**src/rtl/first_match_substring_search_unit_assert.svh**
```systemverilog
// Assertion helpers shared by the substring search blocks.
// Both expect i_clk and i_rst_n to be visible where they are used.
`ifndef FIRST_MATCH_SUBSTRING_SEARCH_UNIT_ASSERT_SVH
`define FIRST_MATCH_SUBSTRING_SEARCH_UNIT_ASSERT_SVH

// Same-cycle implication
`define FMSS_ASSERT_IMPLY(lbl, ante, cons, msg) \
    lbl: assert property (@(posedge i_clk) disable iff (!i_rst_n) (ante) |-> (cons)) \
        else $error(msg);

// Next-cycle implication
`define FMSS_ASSERT_NEXT(lbl, ante, cons, msg) \
    lbl: assert property (@(posedge i_clk) disable iff (!i_rst_n) (ante) |=> (cons)) \
        else $error(msg);

`endif

```
**src/rtl/fmss_pkg.sv**
```systemverilog
// ----------------------------------------------------------------------------
// fmss_pkg
// Shared constants and types of the first-match substring search unit.
// ----------------------------------------------------------------------------
`default_nettype none

package fmss_pkg;

    // Default sizes
    localparam int P_MAX_PATTERN = 64;
    localparam int P_MAX_TEXT    = 65536;

    // Fixed field widths
    localparam int BYTE_W = 8;
    localparam int CFG_W  = 7;
    localparam int POS_W  = 16;

    // Job queue between front and back
    localparam int Q_DEPTH = 4;
    localparam int QAW     = $clog2(Q_DEPTH);
    localparam int QCNT_W  = $clog2(Q_DEPTH + 1);

    // Item function codes
    localparam logic FUNC_PATTERN = 1'b0;
    localparam logic FUNC_TEXT    = 1'b1;

    // One compare outcome handed to the back end
    typedef struct packed {
        logic             hit;
        logic             last;
        logic [POS_W-1:0] pos;
    } t_job;

    typedef struct packed {
        logic vld;
        t_job job;
    } t_job_push;

endpackage

`default_nettype wire

```
**src/rtl/fmss_ram.sv**
```systemverilog
// ----------------------------------------------------------------------------
// fmss_ram
// Generic single-write, single-read RAM with registered read data.
// ----------------------------------------------------------------------------
`default_nettype none

module fmss_ram #(
    parameter int WIDTH = 8,
    parameter int DEPTH = 64,
    parameter int AW    = (DEPTH > 1) ? $clog2(DEPTH) : 1
) (
    input  wire logic             i_clk,
    input  wire logic             i_wr_en,
    input  wire logic [AW-1:0]    i_wr_addr,
    input  wire logic [WIDTH-1:0] i_wr_data,
    input  wire logic             i_rd_en,
    input  wire logic [AW-1:0]    i_rd_addr,
    output logic      [WIDTH-1:0] o_rd_data
);

    logic [WIDTH-1:0] r_mem [DEPTH];
    logic [WIDTH-1:0] r_rd_data;

    // Write port
    always_ff @(posedge i_clk) begin
        if (i_wr_en) begin
            r_mem[i_wr_addr] <= i_wr_data;
        end
    end

    // Registered read port
    always_ff @(posedge i_clk) begin
        if (i_rd_en) begin
            r_rd_data <= r_mem[i_rd_addr];
        end
    end

    assign o_rd_data = r_rd_data;

endmodule

`default_nettype wire

```
**src/rtl/fmss_front.sv**
```systemverilog
// ----------------------------------------------------------------------------
// fmss_front
// Accepts pattern and text items, keeps the pattern and the text window,
// compares all lanes in parallel and hands one job per relevant text byte on.
// ----------------------------------------------------------------------------
`default_nettype none

`include "first_match_substring_search_unit_assert.svh"

module fmss_front
    import fmss_pkg::*;
#(
    parameter int MAX_PATTERN = P_MAX_PATTERN,
    parameter int MAX_TEXT    = P_MAX_TEXT
) (
    input  wire logic              i_clk,
    input  wire logic              i_rst_n,
    input  wire logic              i_push,
    output logic                   o_full,
    input  wire logic              i_func,
    input  wire logic [BYTE_W-1:0] i_data_byte,
    input  wire logic              i_end_of_text,
    input  wire logic              i_cfg_valid,
    output logic                   o_cfg_ready,
    input  wire logic [CFG_W-1:0]  i_cfg_pattern_length,
    input  wire logic [QCNT_W-1:0] i_q_cnt,
    output t_job_push              o_push
);

    localparam int LEN_W = $clog2(MAX_PATTERN + 1);
    localparam int AW    = (MAX_PATTERN > 1) ? $clog2(MAX_PATTERN) : 1;
    localparam int CNT_W = $clog2(MAX_TEXT + 1);

    // Configuration and counters
    logic [LEN_W-1:0]  r_len;
    logic [LEN_W-1:0]  r_fill;
    logic [CNT_W-1:0]  r_cnt;

    // Text window (entry 0 newest) and pattern copy aligned to window lanes
    logic [BYTE_W-1:0] r_win [MAX_PATTERN];
    logic [BYTE_W-1:0] r_pal [MAX_PATTERN];

    // Rebuild sweep of the aligned copy
    logic              r_swp_act;
    logic [LEN_W-1:0]  r_swp_idx;
    logic              r_swp_wr;
    logic [AW-1:0]     r_swp_lane;

    // Compare stage
    logic                   r_s1_vld;
    logic [MAX_PATTERN-1:0] r_s1_eq;
    logic                   r_s1_chk;
    logic                   r_s1_last;
    logic [POS_W-1:0]       r_s1_pos;

    logic                   accept;
    logic                   pat_acc;
    logic                   txt_acc;
    logic                   pat_wr;
    logic                   pal_wr;
    logic [AW-1:0]          pal_lane;
    logic                   swp_rd;
    logic [BYTE_W-1:0]      ram_rd_data;
    logic [LEN_W-1:0]       len_eff;
    logic [31:0]            cfg_ext;
    logic [QCNT_W:0]        inflight;
    logic                   in_range;
    logic [CNT_W-1:0]       cnt_p1;
    logic                   chk;
    logic [31:0]            pos_diff;
    logic [MAX_PATTERN-1:0] lane_eq;

    // Clamp the written length into 1..MAX_PATTERN
    always_comb begin
        cfg_ext = 32'(i_cfg_pattern_length);
        if (cfg_ext == 32'd0) begin
            len_eff = LEN_W'(1);
        end else if (cfg_ext > 32'(MAX_PATTERN)) begin
            len_eff = LEN_W'(MAX_PATTERN);
        end else begin
            len_eff = LEN_W'(cfg_ext);
        end
    end

    assign o_cfg_ready = 1'b1;

    // Hold input while rebuilding or while the job queue has no room
    assign inflight = {1'b0, i_q_cnt} + (QCNT_W + 1)'(r_s1_vld);
    assign o_full   = r_swp_act || r_swp_wr || (inflight >= (QCNT_W + 1)'(Q_DEPTH));

    assign accept  = i_push && !o_full;
    assign pat_acc = accept && (i_func == FUNC_PATTERN);
    assign txt_acc = accept && (i_func == FUNC_TEXT);

    // Pattern load: store in RAM and drop into its window lane when in use
    assign pat_wr   = pat_acc && (32'(r_fill) < 32'(MAX_PATTERN));
    assign pal_wr   = pat_wr && (r_fill < r_len);
    assign pal_lane = AW'(r_len - r_fill - LEN_W'(1));

    assign swp_rd = r_swp_act && (r_swp_idx < r_len);

    fmss_ram #(
        .WIDTH (BYTE_W),
        .DEPTH (MAX_PATTERN),
        .AW    (AW)
    ) u_pat_ram (
        .i_clk     (i_clk),
        .i_wr_en   (pat_wr),
        .i_wr_addr (r_fill[AW-1:0]),
        .i_wr_data (i_data_byte),
        .i_rd_en   (swp_rd),
        .i_rd_addr (r_swp_idx[AW-1:0]),
        .o_rd_data (ram_rd_data)
    );

    // Text position bookkeeping
    assign in_range = r_cnt < CNT_W'(MAX_TEXT);
    assign cnt_p1   = r_cnt + CNT_W'(1);
    assign chk      = in_range && (32'(cnt_p1) >= 32'(r_len));
    assign pos_diff = 32'(cnt_p1) - 32'(r_len);

    // Lane compare against the window as it stands after this byte
    for (genvar k = 0; k < MAX_PATTERN; k++) begin : g_lane
        logic [BYTE_W-1:0] lane_byte;
        if (k == 0) begin : g_head
            assign lane_byte = i_data_byte;
        end else begin : g_tail
            assign lane_byte = r_win[k-1];
        end
        assign lane_eq[k] = (32'(k) >= 32'(r_len)) || (lane_byte == r_pal[k]);
    end

    // Length, fill index, text count
    always_ff @(posedge i_clk) begin
        if (!i_rst_n) begin
            r_len  <= LEN_W'(1);
            r_fill <= '0;
            r_cnt  <= '0;
        end else begin
            if (i_cfg_valid) begin
                r_len <= len_eff;
            end
            if (pat_wr) begin
                r_fill <= r_fill + LEN_W'(1);
            end else if (txt_acc && i_end_of_text) begin
                r_fill <= '0;
            end
            if (txt_acc) begin
                if (i_end_of_text) begin
                    r_cnt <= '0;
                end else if (in_range) begin
                    r_cnt <= cnt_p1;
                end
            end
        end
    end

    // Shift the window, clear it at the end of a search
    always_ff @(posedge i_clk) begin
        if (!i_rst_n) begin
            for (int i = 0; i < MAX_PATTERN; i++) begin
                r_win[i] <= '0;
            end
        end else if (txt_acc) begin
            if (i_end_of_text) begin
                for (int i = 0; i < MAX_PATTERN; i++) begin
                    r_win[i] <= '0;
                end
            end else if (in_range) begin
                r_win[0] <= i_data_byte;
                for (int i = 1; i < MAX_PATTERN; i++) begin
                    r_win[i] <= r_win[i-1];
                end
            end
        end
    end

    // Rebuild sweep: one RAM read per cycle after a length write
    always_ff @(posedge i_clk) begin
        if (!i_rst_n) begin
            r_swp_act <= 1'b0;
            r_swp_idx <= '0;
            r_swp_wr  <= 1'b0;
        end else if (i_cfg_valid) begin
            r_swp_act <= 1'b1;
            r_swp_idx <= '0;
            r_swp_wr  <= 1'b0;
        end else if (r_swp_act) begin
            r_swp_wr <= swp_rd;
            if (swp_rd) begin
                r_swp_idx <= r_swp_idx + LEN_W'(1);
            end else begin
                r_swp_act <= 1'b0;
            end
        end else begin
            r_swp_wr <= 1'b0;
        end
    end

    always_ff @(posedge i_clk) begin
        if (swp_rd) begin
            r_swp_lane <= AW'(r_len - r_swp_idx - LEN_W'(1));
        end
    end

    // Aligned pattern copy
    always_ff @(posedge i_clk) begin
        if (r_swp_wr) begin
            r_pal[r_swp_lane] <= ram_rd_data;
        end else if (pal_wr) begin
            r_pal[pal_lane] <= i_data_byte;
        end
    end

    // Compare stage: keep a job only where it can lead to a result
    always_ff @(posedge i_clk) begin
        if (!i_rst_n) begin
            r_s1_vld <= 1'b0;
        end else begin
            r_s1_vld <= txt_acc && (chk || i_end_of_text);
        end
    end

    always_ff @(posedge i_clk) begin
        if (txt_acc) begin
            r_s1_eq   <= lane_eq;
            r_s1_chk  <= chk;
            r_s1_last <= i_end_of_text;
            r_s1_pos  <= pos_diff[POS_W-1:0];
        end
    end

    // Reduce the lanes and push the job
    always_comb begin
        o_push.vld      = r_s1_vld;
        o_push.job.hit  = r_s1_chk && (&r_s1_eq);
        o_push.job.last = r_s1_last;
        o_push.job.pos  = r_s1_pos;
    end

    `FMSS_ASSERT_IMPLY(a_swp_holds_input, r_swp_act, o_full,
        "input taken while the aligned pattern is rebuilt")
    `FMSS_ASSERT_NEXT(a_last_resets_search, txt_acc && i_end_of_text,
        (r_cnt == '0) && (r_fill == '0) && (r_win[0] == '0),
        "search state not cleared after the final text byte")
    `FMSS_ASSERT_IMPLY(a_fill_bound, 1'b1, 32'(r_fill) <= 32'(MAX_PATTERN),
        "pattern fill index past the pattern store")

endmodule

`default_nettype wire

```
**src/rtl/fmss_back.sv**
```systemverilog
// ----------------------------------------------------------------------------
// fmss_back
// Job queue and result stage: tracks the first match of the running search
// and emits at most one result per search into the output register.
// ----------------------------------------------------------------------------
`default_nettype none

`include "first_match_substring_search_unit_assert.svh"

module fmss_back
    import fmss_pkg::*;
(
    input  wire logic              i_clk,
    input  wire logic              i_rst_n,
    input  wire t_job_push         i_push,
    output logic [QCNT_W-1:0]      o_q_cnt,
    output logic                   o_empty,
    input  wire logic              i_pop,
    output logic                   o_found,
    output logic [POS_W-1:0]       o_position
);

    // Job queue
    t_job              r_q [Q_DEPTH];
    logic [QAW-1:0]    r_wp;
    logic [QAW-1:0]    r_rp;
    logic [QCNT_W-1:0] r_qcnt;

    // Search and output state
    logic              r_mr;
    logic              r_out_vld;
    logic              r_out_found;
    logic [POS_W-1:0]  r_out_pos;

    t_job              head;
    logic              q_vld;
    logic              needs_out;
    logic              out_free;
    logic              deq;

    assign head      = r_q[r_rp];
    assign q_vld     = r_qcnt != '0;
    assign needs_out = !r_mr && (head.hit || head.last);
    assign out_free  = !r_out_vld || i_pop;
    assign deq       = q_vld && (!needs_out || out_free);

    // Queue pointers and count
    always_ff @(posedge i_clk) begin
        if (!i_rst_n) begin
            r_wp   <= '0;
            r_rp   <= '0;
            r_qcnt <= '0;
        end else begin
            if (i_push.vld) begin
                r_wp <= r_wp + QAW'(1);
            end
            if (deq) begin
                r_rp <= r_rp + QAW'(1);
            end
            r_qcnt <= r_qcnt + QCNT_W'(i_push.vld) - QCNT_W'(deq);
        end
    end

    always_ff @(posedge i_clk) begin
        if (i_push.vld) begin
            r_q[r_wp] <= i_push.job;
        end
    end

    // Match flag: set on first hit, drop at the final byte
    always_ff @(posedge i_clk) begin
        if (!i_rst_n) begin
            r_mr <= 1'b0;
        end else if (deq) begin
            r_mr <= head.last ? 1'b0 : (r_mr || head.hit);
        end
    end

    // Output register
    always_ff @(posedge i_clk) begin
        if (!i_rst_n) begin
            r_out_vld <= 1'b0;
        end else if (deq && needs_out) begin
            r_out_vld <= 1'b1;
        end else if (i_pop) begin
            r_out_vld <= 1'b0;
        end
    end

    always_ff @(posedge i_clk) begin
        if (deq && needs_out) begin
            r_out_found <= head.hit;
            r_out_pos   <= head.hit ? head.pos : '0;
        end
    end

    assign o_q_cnt    = r_qcnt;
    assign o_empty    = !r_out_vld;
    assign o_found    = r_out_found;
    assign o_position = r_out_pos;

    `FMSS_ASSERT_IMPLY(a_q_no_overflow, i_push.vld, r_qcnt < QCNT_W'(Q_DEPTH),
        "job pushed into a full queue")
    `FMSS_ASSERT_IMPLY(a_miss_pos_zero, r_out_vld && !r_out_found, r_out_pos == '0,
        "no-match result carries a nonzero position")
    `FMSS_ASSERT_NEXT(a_last_clears_match, deq && head.last, !r_mr,
        "match flag survives the end of a search")

endmodule

`default_nettype wire

```
**src/rtl/first_match_substring_search_unit.sv**
```systemverilog
// ----------------------------------------------------------------------------
// first_match_substring_search_unit
// Streams text bytes against a loaded pattern and reports the first match.
// ----------------------------------------------------------------------------
// Pattern bytes (func 0) load the pattern store; text bytes (func 1) shift
// into a window compared with the pattern on every byte in parallel lanes.
// The unit takes one item per cycle while full is low. A result (found and
// start position, or not found with position 0 on the final byte) passes
// the lane compare register, the four-entry job queue and the output
// register on its way to the output. full also rises when the job queue
// backs up behind an unpopped result. A pattern_length write starts a
// rebuild of the lane-aligned pattern copy from the pattern RAM, one entry
// per cycle through its single read port; input stays full while the
// copy is rebuilt over the clamped length (0 counts as 1, anything above
// MAX_PATTERN as MAX_PATTERN).
// ----------------------------------------------------------------------------
`default_nettype none

module first_match_substring_search_unit
    import fmss_pkg::*;
#(
    parameter int MAX_PATTERN = P_MAX_PATTERN,
    parameter int MAX_TEXT    = P_MAX_TEXT
) (
    input  wire logic              i_clk,
    input  wire logic              i_rst_n,
    input  wire logic              push,
    output logic                   full,
    input  wire logic              i_func,
    input  wire logic [BYTE_W-1:0] i_data_byte,
    input  wire logic              i_end_of_text,
    output logic                   empty,
    input  wire logic              pop,
    output logic                   o_found,
    output logic [POS_W-1:0]       o_position,
    input  wire logic              i_cfg_valid,
    output logic                   o_cfg_ready,
    input  wire logic [CFG_W-1:0]  i_cfg_pattern_length
);

    t_job_push         job_push;
    logic [QCNT_W-1:0] q_cnt;

    fmss_front #(
        .MAX_PATTERN (MAX_PATTERN),
        .MAX_TEXT    (MAX_TEXT)
    ) u_front (
        .i_clk                (i_clk),
        .i_rst_n              (i_rst_n),
        .i_push               (push),
        .o_full               (full),
        .i_func               (i_func),
        .i_data_byte          (i_data_byte),
        .i_end_of_text        (i_end_of_text),
        .i_cfg_valid          (i_cfg_valid),
        .o_cfg_ready          (o_cfg_ready),
        .i_cfg_pattern_length (i_cfg_pattern_length),
        .i_q_cnt              (q_cnt),
        .o_push               (job_push)
    );

    fmss_back u_back (
        .i_clk      (i_clk),
        .i_rst_n    (i_rst_n),
        .i_push     (job_push),
        .o_q_cnt    (q_cnt),
        .o_empty    (empty),
        .i_pop      (pop),
        .o_found    (o_found),
        .o_position (o_position)
    );

endmodule

`default_nettype wire

```
**config.mk**
```make
export PLATFORM = sky130hd
export DESIGN_NAME = first_match_substring_search_unit
export DESIGN_NICKNAME = d
export VERILOG_FILES = /design/src/rtl/fmss_pkg.sv /design/src/rtl/fmss_ram.sv /design/src/rtl/fmss_front.sv /design/src/rtl/fmss_back.sv /design/src/rtl/first_match_substring_search_unit.sv
export VERILOG_INCLUDE_DIRS = /design/src /design/src/rtl
export SDC_FILE = /design/constraint.sdc
export NUM_CORES = 2
export LEC_CHECK = 0
export BUFFER_PORTS_ARGS = -buffer_cell sky130_fd_sc_hd__buf_2
export CAP_MARGIN = 5
export CORE_MARGIN = 4
export CORE_UTILIZATION = 63
export DETAILED_ROUTE_END_ITERATION = 12
export GPL_ROUTABILITY_DRIVEN = 1
export PLACE_DENSITY = 0.79
export SKIP_LAST_GASP = 1
export SLEW_MARGIN = 20
export SYNTH_ARGS = -nofsm -noshare
export SYNTH_HDL_FRONTEND = slang
export SYNTH_HIERARCHICAL = 1
export SYNTH_SLANG_ARGS = --single-unit
```
**constraint.sdc**
```tcl
create_clock -name i_clk -period 11.55 [get_ports i_clk]
set_clock_uncertainty 0.2 [all_clocks]
set_input_delay 2.31 -clock i_clk [delete_from_list [all_inputs] [get_ports i_clk]]
set_output_delay 2.31 -clock i_clk [all_outputs]
set_load 0.1 [all_outputs]
```
==> metrics <==
status=finished, final reports clean; Hold WC Path Type=register to register; post-cts sizing count=0; share of post-route cells with drive strength above 1=11.2%; sequential area share after synthesis=73.6%; syn_area_per_cell=16.6 sq um; Rel. slew slack=24.2%; Worst setup EP type=register; WL per Instance=26.6 um; Via density=6.29; Int Power=10.7 mW; Synth-to-Final Area Change=9.99%; top fanout value on the critical path=64; worst r2r path cells=6; synth warn=6; Max VDD drop=0.172 mV; Psw=3.42 mW; Reg clk slew, reported paths=0.06 ns; die area=0.118 sq mm; Fillers=6806; Final Hold Vio Count=0; combinational cell fraction of total power=9.0%; RR Startpoint=u_front/r_swp_wr; GR peak layer=met2; total number of H-tree levels=4; total track usage=27.2%; M1 GR Usage=37.0%; TritonCTS Buffers=169; DRT Wirelength=160000 um; maximum clock path buffer count=3; RR Endpoint=u_front/r_pal[24][7]; Starting DRT DRC Count=4741; RePlAce Congestion=0.915; Clock power frac=37.4%; Horiz. Die Dim=344 um; die height=344 um; CTS tree=yes; core area=0.112 sq mm; Hold EP=u_front/r_cnt[14]; final setup fails=0; flops & latches, synth=1765; Req. time, crit path=11.58 ns; max-cap violations=0; Initial Util=63.3%; CP arrival=5.71 ns; number of port buffers=40; PD cells=180 mW/mm^2; fin crit period=5.69 ns; Async S/R FF share, synth=0%; final period utilization=49.2%; Worst path slowest cell=inv_1; f_max=176 MHz; Sequential Power Share=53.6%; worst hold start=u_front/r_cnt[14]; met2 Usage GRT=44.1%; fin nets=4442; CP Cell Sequence=buf_2, nor2_1, nand4_2, inv_1, nand3_1, nand2_1, nand2_4; vias in the first global route=37600; Yosys cell types=93; Clock Latency Late Sink=0.78 ns; Post-synth EDFFs=1705; Post-CTS Hold Buffers=0; Crit Path Class=input port to register; Post-DP HPWL=95600 um; Rows=123; setup TNS=0 ns; crit path launch type=input port; Largest stage delay, worst path=0.85 ns; number of setup buffers added after CTS=0; Sw Ratio=24.2%; Sink Count=1765; Primary FF master, synth=edfxtp_1; R2R Setup Slk=6.84 ns; pin count of the biggest net entering global routing=166; synthesized cell area=0.0712 sq mm; worst-margin pin slew=1.14 ns; TritonRoute pass-1 iters=8; antenna viol nets, final=0; root buf cell=clkbuf_16; RSZ-0062 raised after global routing=false; Min-Delay Path Depth=2; first-pass GRT wire length=238000 um; via count=37900; Synth Net Count=4338; Slew Viols, Final=0; DRC Markers=0; leakage=25.1 nW; I/O pin total=42; Post-Syn Instances=4274; utilization after layout=69.7%; met3 usage in global routing=5.54%; initial antenna violation count=4; GRT overflow=0
-- sequential cells by signal (all words and copies together) (netlist names), 6 cells and up, named ones only --
register,cells
u_back/o_position,16
u_back/r_q,72
u_front/r_cnt,17
u_front/r_fill,7
u_front/r_len,7
u_front/r_pal,512
u_front/r_s1_eq,64
u_front/r_s1_pos,16
u_front/r_swp_idx,7
u_front/r_swp_lane,6
u_front/r_win,504
u_front/u_pat_ram/o_rd_data,8
u_front/u_pat_ram/r_mem,512
-- power groups by stage --
stage	logic, mW	clock network (mW)	registers, mW
after detailed placement	1.27	0	7.69
after floorplan	0.659	0	7.88
after global routing	1.35	5.62	7.58
final	1.27	5.27	7.56
after global placement	1.24	0	7.69
after CTS	1.28	5.35	7.57
-- cell families after synthesis --
kind of cell / share of synthesized area [%]
compound gates: 3.19
xor+xnor: 6.76
fa+ha+maj: 0.781
buf+inv: 1.30
flops: 73.6
mux: 4.87
other cells: 0.00527
simple gates: 9.45
-- critical path: cells and delay by family --
kind / cells / cell delay (ns)
AND/OR/NAND/NOR: 5 / 2.36
buffers and inverters: 2 / 0.96
-- final cells by class --
class                      count  area, sq um  area share [%]
tap                         1500         1880            2.40
timing repair buffer          90          588           0.751
clock inverter                95          798            1.02
inverter                      45          184           0.235
clock buffer                 214         4460            5.70
sequential                  1765        52400            67.0
antenna                        3         7.51         0.00959
multi-input combinational   2307        17900            22.9
-- stage by stage --
| stage | instance area [sq um] | std cells | hold WS (ns) | setup slack, ns | power [mW] |
|---|---|---|---|---|---|
| finish | 78300 | 6019 | 0.292 | 5.86 | 14.1 |
| global route | 78300 | 6016 | 0.324 | 5.84 | 14.6 |
| CTS | 78200 | 6016 | 0.293 | 6.13 | 14.2 |
| global placement | 73000 | 5707 | 0.261 | 5.44 | 8.93 |
| floorplan | 71200 | 4274 | 0.250 | 2.75 | 8.53 |
| detailed placement | 73000 | 5707 | 0.283 | 5.36 | 8.96 |
-- cells in the final DEF, fill, tap and decap left out, types with 19 or more instances in the layout --
cell / n
inv_1: 39
edfxtp_1: 1705
xor2_1: 56
clkinv_2: 34
dfxtp_1: 57
mux4_2: 137
nor3_1: 19
nor2b_1: 29
nand2_1: 122
a21oi_1: 60
nand3_1: 42
mux2i_1: 24
and2_1: 534
buf_2: 40
nand4_1: 147
ha_1: 38
nor2_1: 202
o22ai_1: 47
buf_4: 49
clkinv_1: 41
xnor2_1: 493
nor4_1: 22
clkbuf_1: 42
clkbuf_16: 172
o21ai_0: 93
-- cell usage after synthesis (all sizes together), types with 11 or more instances --
| library cell | number | area [sq um] |
|---|---|---|
| buf | 58 | 380 |
| and2 | 535 | 3350 |
| dfxtp | 60 | 1200 |
| nand3 | 42 | 210 |
| o22ai | 48 | 307 |
| nor4 | 24 | 165 |
| mux2i | 24 | 240 |
| or3 | 11 | 68.8 |
| nand2b | 16 | 100 |
| a22o | 12 | 105 |
| mux4 | 142 | 3220 |
| o21ai | 95 | 475 |
| nor3 | 21 | 115 |
| nand4 | 149 | 953 |
| xor2 | 56 | 490 |
| nor2b | 29 | 181 |
| a22oi | 18 | 135 |
| clkbuf | 99 | 373 |
| nor2 | 203 | 762 |
| nand2 | 130 | 488 |
| edfxtp | 1705 | 51200 |
| inv | 41 | 154 |
| xnor2 | 493 | 4320 |
| a21oi | 62 | 314 |
| ha | 38 | 475 |
| a31oi | 21 | 138 |
-- per-layer routing --
layer / up-vias / wire (um)
met5: - / 0
met4: 0 / 6290
met3: 391 / 15100
met2: 2129 / 77800
met1: 19100 / 60700
li1: 16300 / -
-- worst max path at each step --
stage,slack (ns),from,cells past startpoint,endpoint
detailed placement,5.36,i_func,7,u_front/r_pal[61][6]
floorplan,2.75,i_func,5,u_front/r_win[0][10]
CTS,6.13,i_func,7,u_front/r_pal[15][6]
global route,5.84,i_func,7,u_front/r_pal[16][7]
finish,5.86,i_func,7,u_front/r_pal[24][7]
global placement,5.44,i_func,7,u_front/r_pal[60][7]
Note: power is estimated with default switching activity, not from simulation.
